--- src/rtl/core/traffic_light_button_controller_top_defines.svh ---
// Assertion macros used by the traffic light controller top level.
`ifndef TRAFFIC_LIGHT_BUTTON_CONTROLLER_TOP_DEFINES_SVH
`define TRAFFIC_LIGHT_BUTTON_CONTROLLER_TOP_DEFINES_SVH

// Check that a condition implies a consequence in the same cycle.
`define TLBC_ASSERT_NOW(label, cond, cons) \
  label: assert property (@(posedge clk) disable iff (rst) (cond) |-> (cons)) \
    else $error("tlbc same-cycle check failed");

// Check that a condition implies a consequence in the next cycle.
`define TLBC_ASSERT_NEXT(label, cond, cons) \
  label: assert property (@(posedge clk) disable iff (rst) (cond) |=> (cons)) \
    else $error("tlbc next-cycle check failed");

`endif

--- src/rtl/core/tlbc_pkg.sv ---
// Types, codes and constants of the traffic light controller.
package tlbc_pkg;

  // Light phase codes
  localparam logic [2:0] PH_RED        = 3'd0;
  localparam logic [2:0] PH_RED_YELLOW = 3'd1;
  localparam logic [2:0] PH_GREEN      = 3'd2;
  localparam logic [2:0] PH_YELLOW     = 3'd3;
  localparam logic [2:0] PH_FLASH_ON   = 3'd4;
  localparam logic [2:0] PH_FLASH_OFF  = 3'd5;

  // Sleep sequence codes
  localparam logic [1:0] SL_AWAKE    = 2'd0;
  localparam logic [1:0] SL_SLEEPING = 2'd1;
  localparam logic [1:0] SL_HELD     = 2'd2;
  localparam logic [1:0] SL_SETTLE   = 2'd3;

  // Configuration register indexes
  localparam logic [2:0] REG_RED_TICKS        = 3'd0;
  localparam logic [2:0] REG_GREEN_TICKS      = 3'd1;
  localparam logic [2:0] REG_YELLOW_TICKS     = 3'd2;
  localparam logic [2:0] REG_FLASH_TICKS      = 3'd3;
  localparam logic [2:0] REG_SLEEP_TICKS      = 3'd4;
  localparam logic [2:0] REG_LONG_PRESS_TICKS = 3'd5;

  // Press timing limits
  localparam logic [7:0]  PRESS_CAP      = 8'd250;
  localparam logic [7:0]  DEBOUNCE_TICKS = 8'd2;
  localparam logic [15:0] COUNT_MAX      = 16'hFFFF;

  typedef struct packed {
    logic [15:0] red_ticks;
    logic [15:0] green_ticks;
    logic [15:0] yellow_ticks;
    logic [15:0] flash_ticks;
    logic [15:0] sleep_ticks;
    logic [7:0]  long_press_ticks;
  } cfg_t;

  typedef struct packed {
    logic [2:0]  light_phase;
    logic [15:0] phase_elapsed;
    logic [7:0]  press_length;
    logic        press_active;
    logic [15:0] idle_count;
    logic [1:0]  sleep_phase;
  } state_t;

  typedef struct packed {
    logic red_on;
    logic yellow_on;
    logic green_on;
    logic asleep;
  } lamps_t;

endpackage

--- src/rtl/core/tlbc_step.sv ---
// Next-state and lamp logic for one tick of the traffic light controller.
module tlbc_step (
  input  tlbc_pkg::cfg_t   cfg,
  input  tlbc_pkg::state_t state,
  input  logic             button_down,
  output tlbc_pkg::state_t state_next,
  output tlbc_pkg::lamps_t lamps
);
  import tlbc_pkg::*;

  logic [7:0]  len;
  logic [15:0] elapsed;
  logic [15:0] limit;
  logic [2:0]  target;
  logic        pressed;
  logic        is_long;

  always_comb begin
    state_next = state;
    len        = state.press_length;
    elapsed    = state.phase_elapsed;
    limit      = cfg.flash_ticks;
    target     = PH_FLASH_ON;
    pressed    = 1'b0;
    is_long    = 1'b0;
    lamps      = '{red_on: 1'b0, yellow_on: 1'b0, green_on: 1'b0, asleep: 1'b1};

    case (state.sleep_phase)
      SL_SLEEPING: begin
        if (button_down) state_next.sleep_phase = SL_HELD;
      end
      SL_HELD: begin
        if (!button_down) state_next.sleep_phase = SL_SETTLE;
      end
      SL_SETTLE: begin
        state_next.sleep_phase = SL_AWAKE;
        state_next.idle_count  = '0;
        state_next.light_phase = PH_GREEN;
      end
      default: begin
        // Count the press and debounce the release
        if (state.press_active && len < PRESS_CAP) len = len + 8'd1;
        if (button_down) begin
          if (!state.press_active) begin
            state_next.press_active = 1'b1;
            len = '0;
          end
          state_next.idle_count = '0;
        end else begin
          if (state.press_active && len > DEBOUNCE_TICKS) begin
            state_next.press_active = 1'b0;
            pressed = 1'b1;
            is_long = len > cfg.long_press_ticks;
          end
          if (state.idle_count < COUNT_MAX) state_next.idle_count = state.idle_count + 16'd1;
        end
        state_next.press_length = len;

        if (elapsed < COUNT_MAX) elapsed = elapsed + 16'd1;

        // Pick dwell and successor of the current phase
        case (state.light_phase)
          PH_RED:        begin limit = cfg.red_ticks;    target = PH_RED_YELLOW; end
          PH_RED_YELLOW: begin limit = cfg.yellow_ticks; target = PH_GREEN;      end
          PH_GREEN:      begin limit = cfg.green_ticks;  target = PH_YELLOW;     end
          PH_YELLOW:     begin limit = cfg.yellow_ticks; target = PH_RED;        end
          PH_FLASH_ON:   begin limit = cfg.flash_ticks;  target = PH_FLASH_OFF;  end
          default:       begin limit = cfg.flash_ticks;  target = PH_FLASH_ON;   end
        endcase

        // A long press toggles mode, a short one cuts red or green short
        if (pressed && is_long) begin
          target = (state.light_phase < PH_FLASH_ON) ? PH_FLASH_OFF : PH_GREEN;
          limit  = '0;
        end else if (pressed &&
                     (state.light_phase == PH_RED || state.light_phase == PH_GREEN)) begin
          limit = '0;
        end

        // Advance the phase; enter sleep if idle long enough on a move to yellow or flash-off
        if (elapsed >= limit) begin
          state_next.light_phase = target;
          elapsed = '0;
          if (state_next.idle_count > cfg.sleep_ticks &&
              (target == PH_YELLOW || target == PH_FLASH_OFF)) begin
            state_next.sleep_phase = SL_SLEEPING;
          end
        end
        state_next.phase_elapsed = elapsed;

        // Drive lamps from the new phase unless asleep
        if (state_next.sleep_phase == SL_AWAKE) begin
          lamps.asleep = 1'b0;
          case (state_next.light_phase)
            PH_RED:        lamps.red_on = 1'b1;
            PH_RED_YELLOW: begin lamps.red_on = 1'b1; lamps.yellow_on = 1'b1; end
            PH_GREEN:      lamps.green_on = 1'b1;
            PH_FLASH_OFF:  lamps.yellow_on = 1'b0;
            default:       lamps.yellow_on = 1'b1;
          endcase
        end
      end
    endcase
  end

endmodule

--- src/rtl/core/traffic_light_button_controller_top.sv ---
// Top level of the traffic light controller with one push button.
//
//   channel  direction  handshake             payload
//   in       input      in_valid / in_stall   button_down
//   out      output     out_valid / out_stall red_on, yellow_on, green_on, asleep
//   cfg      input      cfg_we                cfg_index, cfg_data
//
// One tick word is taken per clock while in_stall is low; its lamp word is registered.
// The rate is set by the single-pass step logic between state and output register.
// A two-deep output buffer (output register plus skid) keeps input flowing
// for one more tick of output stall; in_stall rises only when both are full.
// Synchronous reset restores register defaults, state and empties the buffer.
module traffic_light_button_controller_top (
  input  logic        clk,
  input  logic        rst,
  input  logic        in_valid,
  output logic        in_stall,
  input  logic        button_down,
  output logic        out_valid,
  input  logic        out_stall,
  output logic        red_on,
  output logic        yellow_on,
  output logic        green_on,
  output logic        asleep,
  input  logic        cfg_we,
  input  logic [2:0]  cfg_index,
  input  logic [15:0] cfg_data
);
  import tlbc_pkg::*;

`include "traffic_light_button_controller_top_defines.svh"

  cfg_t   cfg;
  state_t state;
  state_t state_next;
  lamps_t lamps_next;
  lamps_t out_word;
  lamps_t skid_word;
  logic   skid_valid;
  logic   in_acc;
  logic   out_acc;

  assign in_stall = skid_valid;
  assign in_acc   = in_valid && !in_stall;
  assign out_acc  = out_valid && !out_stall;

  // Write configuration registers
  always_ff @(posedge clk) begin
    if (rst) begin
      cfg.red_ticks        <= 16'd183;
      cfg.green_ticks      <= 16'd183;
      cfg.yellow_ticks     <= 16'd37;
      cfg.flash_ticks      <= 16'd9;
      cfg.sleep_ticks      <= 16'd10986;
      cfg.long_press_ticks <= 8'd18;
    end else if (cfg_we) begin
      case (cfg_index)
        REG_RED_TICKS:        cfg.red_ticks        <= cfg_data;
        REG_GREEN_TICKS:      cfg.green_ticks      <= cfg_data;
        REG_YELLOW_TICKS:     cfg.yellow_ticks     <= cfg_data;
        REG_FLASH_TICKS:      cfg.flash_ticks      <= cfg_data;
        REG_SLEEP_TICKS:      cfg.sleep_ticks      <= cfg_data;
        REG_LONG_PRESS_TICKS: cfg.long_press_ticks <= cfg_data[7:0];
        default:              ;
      endcase
    end
  end

  tlbc_step u_step (
    .cfg         (cfg),
    .state       (state),
    .button_down (button_down),
    .state_next  (state_next),
    .lamps       (lamps_next)
  );

  // Advance controller state on each accepted tick
  always_ff @(posedge clk) begin
    if (rst) begin
      state.light_phase   <= PH_GREEN;
      state.phase_elapsed <= '0;
      state.press_length  <= '0;
      state.press_active  <= 1'b0;
      state.idle_count    <= '0;
      state.sleep_phase   <= SL_AWAKE;
    end else if (in_acc) begin
      state <= state_next;
    end
  end

  // Hold results in the output register and skid stage
  always_ff @(posedge clk) begin
    if (rst) begin
      out_valid  <= 1'b0;
      skid_valid <= 1'b0;
    end else begin
      if (in_acc && out_valid && out_stall) begin
        skid_valid <= 1'b1;
      end else if (out_acc && skid_valid) begin
        out_valid  <= 1'b1;
        skid_valid <= 1'b0;
      end else if (in_acc) begin
        out_valid <= 1'b1;
      end else if (out_acc) begin
        out_valid <= 1'b0;
      end
    end
  end

  always_ff @(posedge clk) begin
    if (in_acc && out_valid && out_stall) begin
      skid_word <= lamps_next;
    end else if (out_acc && skid_valid) begin
      out_word <= skid_word;
    end else if (in_acc) begin
      out_word <= lamps_next;
    end
  end

  assign red_on    = out_word.red_on;
  assign yellow_on = out_word.yellow_on;
  assign green_on  = out_word.green_on;
  assign asleep    = out_word.asleep;

  // Skid stage fills only behind a full output register
  `TLBC_ASSERT_NOW(a_skid_behind_out, skid_valid, out_valid)
  // A pressed awake tick clears the idle count
  `TLBC_ASSERT_NEXT(a_press_clears_idle, in_acc && button_down && state.sleep_phase == SL_AWAKE,
                    state.idle_count == 16'd0)
  // Release while held moves the sleep sequence to settling
  `TLBC_ASSERT_NEXT(a_release_settles, in_acc && !button_down && state.sleep_phase == SL_HELD,
                    state.sleep_phase == SL_SETTLE)

endmodule

--- config.mk ---
export PLATFORM = sky130hd
export DESIGN_NAME = traffic_light_button_controller_top
export DESIGN_NICKNAME = d
export VERILOG_FILES = /design/src/rtl/core/tlbc_pkg.sv /design/src/rtl/core/tlbc_step.sv /design/src/rtl/core/traffic_light_button_controller_top.sv
export VERILOG_INCLUDE_DIRS = /design/src /design/src/rtl/core
export SDC_FILE = /design/constraint.sdc
export NUM_CORES = 1
export LEC_CHECK = 0
export BUFFER_PORTS_ARGS = -buffer_cell sky130_fd_sc_hd__buf_2
export CORE_MARGIN = 2
export CORE_UTILIZATION = 30
export DETAILED_ROUTE_END_ITERATION = 8
export RECOVER_POWER = 25
export SYNTH_ARGS = -nofsm -noshare
export SYNTH_HDL_FRONTEND = slang
export SYNTH_SLANG_ARGS = --single-unit
--- constraint.sdc ---
create_clock -name clk -period 6.6 [get_ports clk]
set_input_delay 1.32 -clock clk [delete_from_list [all_inputs] [get_ports clk]]
set_output_delay 1.32 -clock clk [all_outputs]
set_load 0.02 [all_outputs]
### After elaboration in Yosys (flattened, before gate mapping)

Index checks and enable logic that the tools add are counted.

| storage, ports and cells | value |
|---|---|
| output and inout bits | 6 |
| logic and storage cells | 141 |
| register bits after elaboration | 144 |

| cells by class | value |
|---|---|
| reductions and logical operators | 39 |
| order comparisons | 8 |
| equal/unequal tests | 19 |
| muxes and demuxes | 47 |
| bitwise gates (word level) | 3 |
| add/sub/neg operators | 3 |

Operators with widths:

| kind | number |
|---|---|
| $mux W16 | 7 |
| $pmux W16 S3 | 1 |
| $mux W17 | 2 |
| $add A16 B1 Y16 const B | 2 |
| $lt A16 B16 Y1 const B | 2 |
| $mux W8 | 4 |
| $pmux W16 S2 | 1 |
| $reduce_and A2 Y1 | 10 |
| $eq A3 B2 Y1 const B | 6 |
| $ge A16 B16 Y1 | 1 |
| $gt A16 B16 Y1 | 1 |
| $mux W4 | 4 |
| $eq A3 B3 Y1 const B | 5 |
| $mux W1 | 15 |
| $mux W3 | 5 |
| $pmux W3 S5 | 1 |
| $logic_and A1 B1 Y1 | 10 |
| $mux W2 | 5 |
| $eq A3 B1 Y1 const B | 3 |
| $logic_not A3 Y1 | 3 |
| $add A8 B1 Y8 const B | 1 |
| $gt A8 B2 Y1 const B | 1 |
| $gt A8 B8 Y1 | 1 |
| $lt A8 B8 Y1 const B | 1 |
| other kinds (15) | 27 |

### Depth between registers and ports, before layout

Gate-level depths: netlist of the first run.

| logic depth | value |
|---|---|
| depth in word-level cells | 23 |
| gate-level depth with buffers | 25 |
| depth with buffers taken out | 23 |

### Cells and area by module

A second synthesis of the first run with hierarchy kept.

| unflattened totals | value |
|---|---|
| cell total of the unflattened synthesis | 1185 |
| area, all modules | 8800.9 um2 |

Modules (own cells, without submodules):

| module | instances | cells each | area each (um2) |
|---|---|---|---|
| traffic_light_button_controller_top | 1 | 583 | 5071.1 |
| tlbc_step | 1 | 602 | 3729.8 |

### Worst setup path before layout of the first run

OpenSTA, ideal clock, no wires.

| timing | value |
|---|---|
| kind | register -> register |
| start point | register state[19] (netlist name) |
| end point | register out_word (netlist bit yellow_on), data pin |
| setup slack | 1.483 ns |
| cell stages (with the launch flop) | 25 |
| required time | 6.340 ns |
| arrival time | 4.857 ns |
| cells stage by stage | dfxtp_1 > ha_1 > and4_4 > and3_1 > nand3_1 > o21a_1 > ha_1 > nand2_1 > o21ai_0 > o31ai_1 > a21oi_1 > o31a_1 > o21ai_1 > buf_2 > nand2_1 > ha_1 > a21oi_1 > o21ai_0 > a2111oi_2 > o31ai_4 > nand2_1 > o41ai_1 > nor3_2 > and4b_1 > mux2_2 |

RTL lines:

| item | RTL line | RTL |
|---|---|---|
| end signal, assigned | traffic_light_button_controller_top.sv:114 | `out_word <= skid_word;` |
| end signal, assigned | traffic_light_button_controller_top.sv:116 | `out_word <= lamps_next;` |
| end, declared | traffic_light_button_controller_top.sv:37 | `lamps_t out_word;` |

==> results.yml, run 1 <==
cts:
  tritoncts: "built"
  clk_latency_ns: 0.43
  cts-buffers-inserted: 17
  number_of_hold_buffers_added_after_cts: 0
  clk_root_buffer_cell: "sky130_fd_sc_hd__clkbuf_16"
  clock_sink_count: 144
  htree_num_levels: 4
  worst_setup_hold_path_clk_slew_ns: 0.07
  cts-root-to-sink-buffers: 2
  cts_setup_buffers: 0
sta:
  finalClockSkew_ns: 0.00925
  final-setup-viol-count: 0
  drv_slew: 113
  period_share_pct: 88.3
  postLayoutSetupSlackWorst_ns: 0.771
  max_slew_margin_pct: -138
  finalWorstPathRequiredPeriod_ns: 5.83
  max_freq_ghz: 0.172
  grt_setup_unrepaired: "false"
  setup_tns_ns: 0
  hold_violations: 0
  worst_slew_pin_slew_ns: 3.57
min_path:
  worst_hold_path_type: "register to register"
  min_to: "cfg[83]"
  hp-start: "cfg[83]"
  worst_hold_path_cells: 2
route:
  drt_first_pass_iters: 5
  first_iter_violations: 409
  avgRoutedWirePerCell_um: 15.2
  dr_total_vias: 7285
  route.antenna.remaining_nets: 0
  drc: 0
  route.detailed.vias_per_inst: 5.16
  postRouteWirelength_mm: 21.4
final_layout:
  net_count_reported_at_finish: 1128
  final_design_area_no_fill_um2: 9110
  n_antenna_cell: 0
  drive_gt1_share_pct: 8.88
  flow.area_growth_from_synthesis_pct: 12.7
synthesis:
  synth_common_cells: "241 x sky130_fd_sc_hd__nand2_1, 136 x sky130_fd_sc_hd__dfxtp_1, 122 x sky130_fd_sc_hd__a21oi_1"
  postSynth.asyncResetShare_pct: 0
  ys_top_cells_by_area: "sky130_fd_sc_hd__dfxtp_1 34%, sky130_fd_sc_hd__nand2_1 11%, sky130_fd_sc_hd__a21oi_1 7.6%, sky130_fd_sc_hd__ha_1 7.1%, sky130_fd_sc_hd__nor2_1 4.0%"
  number_of_nets_produced_by_synthesis: 1131
  synth_most_common_cell: "sky130_fd_sc_hd__nand2_1"
  postSynthAreaPerCell_um2: 7.63
  yosys_register_bits: 144
  synth-seq-area-share_pct: 36.6
  edff_count_synth: 8
  synthCells: 1060
  yosys.area.top_type_share_pct: 33.7
  yosysWarnings: 0
  yosys.area.top_type: "sky130_fd_sc_hd__dfxtp_1"
  synthDistinctLibCells: 72
  cell_area_after_synthesis_um2: 8090
  synthFlopType: "sky130_fd_sc_hd__dfxtp_1"
floorplanning:
  die_y_um: 168
  rows: 60
  ioPinCount: 31
  floorplan.initialDensity_pct: 30.3
  floorplan_die_width_um: 168
  core-area_um2: 26700
  die_outline_area_um2: 28300
setup_path:
  crit-reg2reg-capture: "yellow_on"
  cpMaxStageDelayCell: "sky130_fd_sc_hd__o21ai_2"
  max_stage_delay_ns: 0.51
  cp_data_arrival_time_ns: 6.01
  cp_data_required_time_ns: 6.78
  path_class: "register to register"
  timing.rr.start: "state[19]"
  worst_setup_path_end_kind: "register"
  path_delay_family: "compound AO/OA/AOI/OAI gates"
  critical_path.n_buffers_inverters: 0
  worst_r2r_path_depth: 23
  critical_path.startpoint_type: "register"
  crit_path_max_fanout: 16
  crit_path_cell_trace: "ha_1 > and4_4 > and3_1 > nand3_1 > o21a_1 > ha_1 > nand2_1 > o21ai_0 > o31ai_1 > a21oi_1 > o31a_1 > o21ai_2 > nand2_1 > ha_1 > a21oi_1 > o21ai_0 > nor2_1 > o31ai_4 > nand2_1 > o41ai_1 > nor3_2 > and4b_1 > mux2_2"
  worst-r2r-setup-slack_ns: 0.77
global_route:
  grt_use_total_pct: 15.5
  gr-total-overflow: 0
  antenna_violations_before_repair: 0
  grt_pass1_vias: 6750
  pin_count_of_the_biggest_net_entering_global_routing: 79
  grt_pass1_wl_mm: 35.2
power_and_ir_drop:
  cellPowerDensity_nw_per_um2: 235
  lkg_pwr_nw: 3.48
  vdd_drop_max_mv: 0.188
  total_power_mw: 2.14
job:
  drv_cap: 2
placement:
  hpwlAfterDp_mm: 14.7
  port_buffers: 30
  placed_area_um2: 8480
  place_congestion: 0.830
  dp_worst_setup_slack_ns: 0.520
status:
  violations: "max-capacitance violations, max-slew violations"
  outcome: "complete, but fails checks"
report_power, final:
group | total [mW] | internal [mW] | switching [mW]
registers | 0.908 | 0.897 | 0.0113
logic | 0.155 | 0.0465 | 0.109
clock network | 1.08 | 0.662 | 0.415
cell families after synthesis:
kind of cell | after synthesis | share of synthesized area, %
and+or+nand+nor | 463 | 25.3
AOI/OAI and AO/OA | 259 | 20.3
DFF | 144 | 36.6
buffers and inverters | 102 | 5.15
adders and majority gates | 46 | 7.12
muxes | 24 | 3.06
xor gates and xnor gates | 22 | 2.38
sequential cells by signal (all words and copies together) (netlist names):
| signal | cells |
|---|---|
| green_on | 1 |
| in_stall | 1 |
| cfg | 88 |
| state | 46 |
| yellow_on | 1 |
| red_on | 1 |
| asleep | 1 |
| skid_word | 4 |
| out_valid | 1 |
worst min-delay path: cells and delay by family, from the launching register on:
kind	cells	cell delay, ns
flops	1	0.31
simple gates	1	0.05
compound gates	1	0.05
placed cells by master (no fill, tap or decap), drive strengths merged, types with 28 or more instances in the layout:
master | Yosys | final
nand2 | 241 | 241
dfxtp | 136 | 136
a21oi | 123 | 123
nor2 | 87 | 87
o21ai | 48 | 48
ha | 46 | 46
nand3 | 45 | 45
inv | 39 | 45
buf | 10 | 32
clkbuf | 53 | 28
layout make-up:
| cell class | instances | area, um2 |
|---|---|---|
| fillers | 2847 | 17600 |
| multi-input cells | 814 | 4710 |
| flip-flops and latches | 144 | 2960 |
| clock buffers | 19 | 453 |
| well taps | 341 | 427 |
| repair buffers | 41 | 216 |
| clock inverters | 13 | 198 |
| inverters | 39 | 146 |
layer usage:
| metal | GRT usage (%) | part of all wire, % | vias up |
|---|---|---|---|
| met5 | 0 | 0 | - |
| met4 | 4.57 | 1.8 | 0 |
| met3 | 2.07 | 3.4 | 28 |
| met2 | 25.8 | 46 | 152 |
| met1 | 20.9 | 48 | 3411 |
| li1 | - | - | 3694 |
stage by stage:
step / instances / hold slack [ns] / util, %
CTS: 1411 / 0.455 / 34.2
detailed placement: 1379 / 0.446 / 31.7
global route: 1411 / 0.467 / 34.1
global placement: 1379 / 0.441 / 31.7
floorplan: 1060 / 0.436 / -
finish: 1411 / 0.453 / 34.1
worst max path at each step:
stage | from | to | depth (start not counted)
global placement | state[19] | yellow_on | 23
detailed placement | state[19] | yellow_on | 23
floorplan | state[19] | yellow_on | 24
global route | state[19] | yellow_on | 23
finish | state[19] | yellow_on | 23
CTS | state[19] | yellow_on | 23
what timing repair did:
| action | 4_1_cts | 5_1_grt |
|---|---|---|
| resized for setup | 0 | 1 |
| setup endpoints to repair | 0 | 5 |
| endpoints found under the hold margin | 0 | 0 |
Note: power is estimated with default switching activity, not from simulation.
==> run 2: changes to the inputs <==
==> constraint.sdc (replaced) <==
create_clock -name clk -period 6.8 [get_ports clk]
set_input_delay 1.36 -clock clk [delete_from_list [all_inputs] [get_ports clk]]
set_output_delay 1.36 -clock clk [all_outputs]
set_load 0.02 [all_outputs]
==> results.yml, run 2 (synthesis gave the netlist of run 1 again) <==
sta:
  finalClockSkew_ns: 0.00929
  worst_slew_pin_slew_ns: 3.63
  finalWorstPathRequiredPeriod_ns: 5.66
  hold_slack_ns: 0.454
  max_slew_margin_pct: -142
  grt_setup_unrepaired: "false"
  drv_slew: 113
  hold_violations: 0
  max_freq_ghz: 0.177
  final-setup-viol-count: 0
  setup_tns_ns: 0
  period_share_pct: 83.2
power_and_ir_drop:
  share_comb_of_total_power_pct: 7.9
  lkg_pwr_nw: 3.42
  vdd_drop_max_mv: 0.186
  p_clk_share_pct: 45.4
  power.switching_fraction_pct: 26.5
  cellPowerDensity_nw_per_um2: 210
  switch_pwr_mw: 0.502
  pwr-share-seq_pct: 46.7
  cellInternalPower_mw: 1.39
setup_path:
  path_delay_family: "compound AO/OA/AOI/OAI gates"
  path_class: "register to register"
  cp_common_cell: "sky130_fd_sc_hd__ha_1"
  cp_data_required_time_ns: 6.98
  cpMaxStageDelayCell: "sky130_fd_sc_hd__dfxtp_1"
  critical_path.n_buffers_inverters: 2
  worst_setup_path_end_kind: "register"
  crit_path_max_fanout: 16
  critical_path.startpoint_type: "register"
  max_stage_delay_ns: 0.48
  cp_data_arrival_time_ns: 5.84
route:
  first_iter_violations: 532
  route.detailed.vias_per_inst: 5.11
  route.antenna.remaining_nets: 0
  avgRoutedWirePerCell_um: 15.1
  drt_first_pass_iters: 5
  drc: 0
  dr_total_vias: 7212
  postRouteWirelength_mm: 21.3
final_layout:
  n_antenna_cell: 0
  drive_gt1_share_pct: 8.79
  registers.top_by_ff_count: "cfg"
  flow.area_growth_from_synthesis_pct: 11.2
  net_count_reported_at_finish: 1128
  layout.cells.most_common_list: "241 x sky130_fd_sc_hd__nand2_1, 136 x sky130_fd_sc_hd__dfxtp_1, 122 x sky130_fd_sc_hd__a21oi_1"
  reg_top3: "cfg: 88 flops, state: 46 flops, skid_word: 4 flops"
  layout.cells.most_common: "sky130_fd_sc_hd__nand2_1"
  largest_reg_flops: 88
floorplanning:
  die_y_um: 168
  die_outline_area_um2: 28300
  floorplan.initialDensity_pct: 30.3
  rows: 60
  ioPinCount: 31
  core-area_um2: 26700
  floorplan_die_width_um: 168
cts:
  cts_setup_buffers: 0
  cts-buffers-inserted: 17
  clock_sink_count: 144
  clk_latency_ns: 0.43
  clk_root_buffer_cell: "sky130_fd_sc_hd__clkbuf_16"
  number_of_hold_buffers_added_after_cts: 0
  postCtsResizedCells: 0
  tritoncts: "built"
  worst_setup_hold_path_clk_slew_ns: 0.06
  cts-root-to-sink-buffers: 2
  htree_num_levels: 4
global_route:
  antenna_violations_before_repair: 0
  pin_count_of_the_biggest_net_entering_global_routing: 79
  grt_use_total_pct: 15.3
  gr-total-overflow: 0
  grt_pass1_vias: 6657
  grt_pass1_wl_mm: 34.9
placement:
  port_buffers: 30
  place_congestion: 0.797
  hpwlAfterDp_mm: 14.8
status:
  violations: "max-capacitance violations, max-slew violations"
  outcome: "complete, but fails checks"
job:
  drv_cap: 2
min_path:
  worst_hold_path_type: "register to register"
## run 2: cell count changes in the layout (fill, tap and decap cells not counted)
cell / change
sky130_fd_sc_hd__bufinv_16: -4
sky130_fd_sc_hd__clkinv_2: +4
sky130_fd_sc_hd__buf_2: +2
sky130_fd_sc_hd__clkinvlp_4: +2
sky130_fd_sc_hd__inv_6: -2
sky130_fd_sc_hd__clkbuf_1: -1
sky130_fd_sc_hd__clkbuf_8: -1
sky130_fd_sc_hd__clkinv_4: +1
sky130_fd_sc_hd__inv_4: -1
sky130_fd_sc_hd__inv_8: -1
sky130_fd_sc_hd__o21ai_1: +1
sky130_fd_sc_hd__o21ai_2: -1
## run 2: metrics by stage
step           area (um2)  cells  setup slack (ns)  power [mW]  util, %
3_5_place_dp         8480   1379              1.17        1.05     31.7
5_1_grt              8990   1410             0.634        1.96     33.6
6_report             8990   1410              1.14        1.89     33.6
4_1_cts              9010   1410              1.13        1.91     33.7
2_1_floorplan        8090   1060              1.68       0.997        -
3_3_place_gp         8480   1379              1.22        1.05     31.7
## run 2: routing by layer
layer	vias to the layer above	global-route usage (%)	part of all wire (%)
li1	3688	-	-
met1	3347	20.4	48
met2	148	25.7	47
met3	29	2.33	3.9
met4	0	4.50	1.4
met5	-	0	0
## run 2: final cells by class
type                       count  area [um2]
timing repair buffer          41         219
multi-input combinational    814        4710
tap                          341         427
sequential                   144        2960
clock inverter                12        86.3
clock buffer                  19         443
inverter                      39         146
fill                        2844       17700
## run 2: worst register-to-register path, cell delays in order, from the launching register on
cell                        delay, ns
sky130_fd_sc_hd__dfxtp_1         0.48
sky130_fd_sc_hd__ha_1            0.32
sky130_fd_sc_hd__and4_4          0.29
sky130_fd_sc_hd__and3_1          0.23
sky130_fd_sc_hd__nand3_1         0.09
sky130_fd_sc_hd__o21a_1          0.13
sky130_fd_sc_hd__ha_1            0.29
sky130_fd_sc_hd__nand4_1         0.20
sky130_fd_sc_hd__o211ai_1        0.15
sky130_fd_sc_hd__o31ai_1         0.09
sky130_fd_sc_hd__a21oi_1         0.25
sky130_fd_sc_hd__o31a_1          0.28
sky130_fd_sc_hd__o21ai_1         0.10
sky130_fd_sc_hd__buf_4           0.19
sky130_fd_sc_hd__and2_1          0.15
sky130_fd_sc_hd__ha_1            0.26
sky130_fd_sc_hd__nor3b_1         0.18
sky130_fd_sc_hd__o21ai_0         0.15
sky130_fd_sc_hd__a2111oi_2       0.43
sky130_fd_sc_hd__o31ai_4         0.15
sky130_fd_sc_hd__buf_4           0.21
sky130_fd_sc_hd__xnor2_1         0.14
sky130_fd_sc_hd__nor3_1          0.16
sky130_fd_sc_hd__a21oi_1         0.05
sky130_fd_sc_hd__and4b_1         0.19
sky130_fd_sc_hd__mux2_2          0.25
## run 2: power by group through the flow
stage	combinational, mW	sequential (mW)	clock, mW
floorplan	0.0964	0.900	0
global placement	0.149	0.901	0
detailed placement	0.150	0.902	0
CTS	0.151	0.883	0.875
global route	0.167	0.885	0.908
finish	0.149	0.883	0.860
## run 2: path summary, 6_finish.rpt
kind | start | end | slack (ns) | depth (start not counted)
worst max-delay path | state[19] | yellow_on | 1.14 | 25
worst min-delay path | cfg[53] | cfg[53] | 0.45 | 2
worst max register to register | state[19] | yellow_on | 1.14 | 25
worst min register to register | cfg[53] | cfg[53] | 0.45 | 2
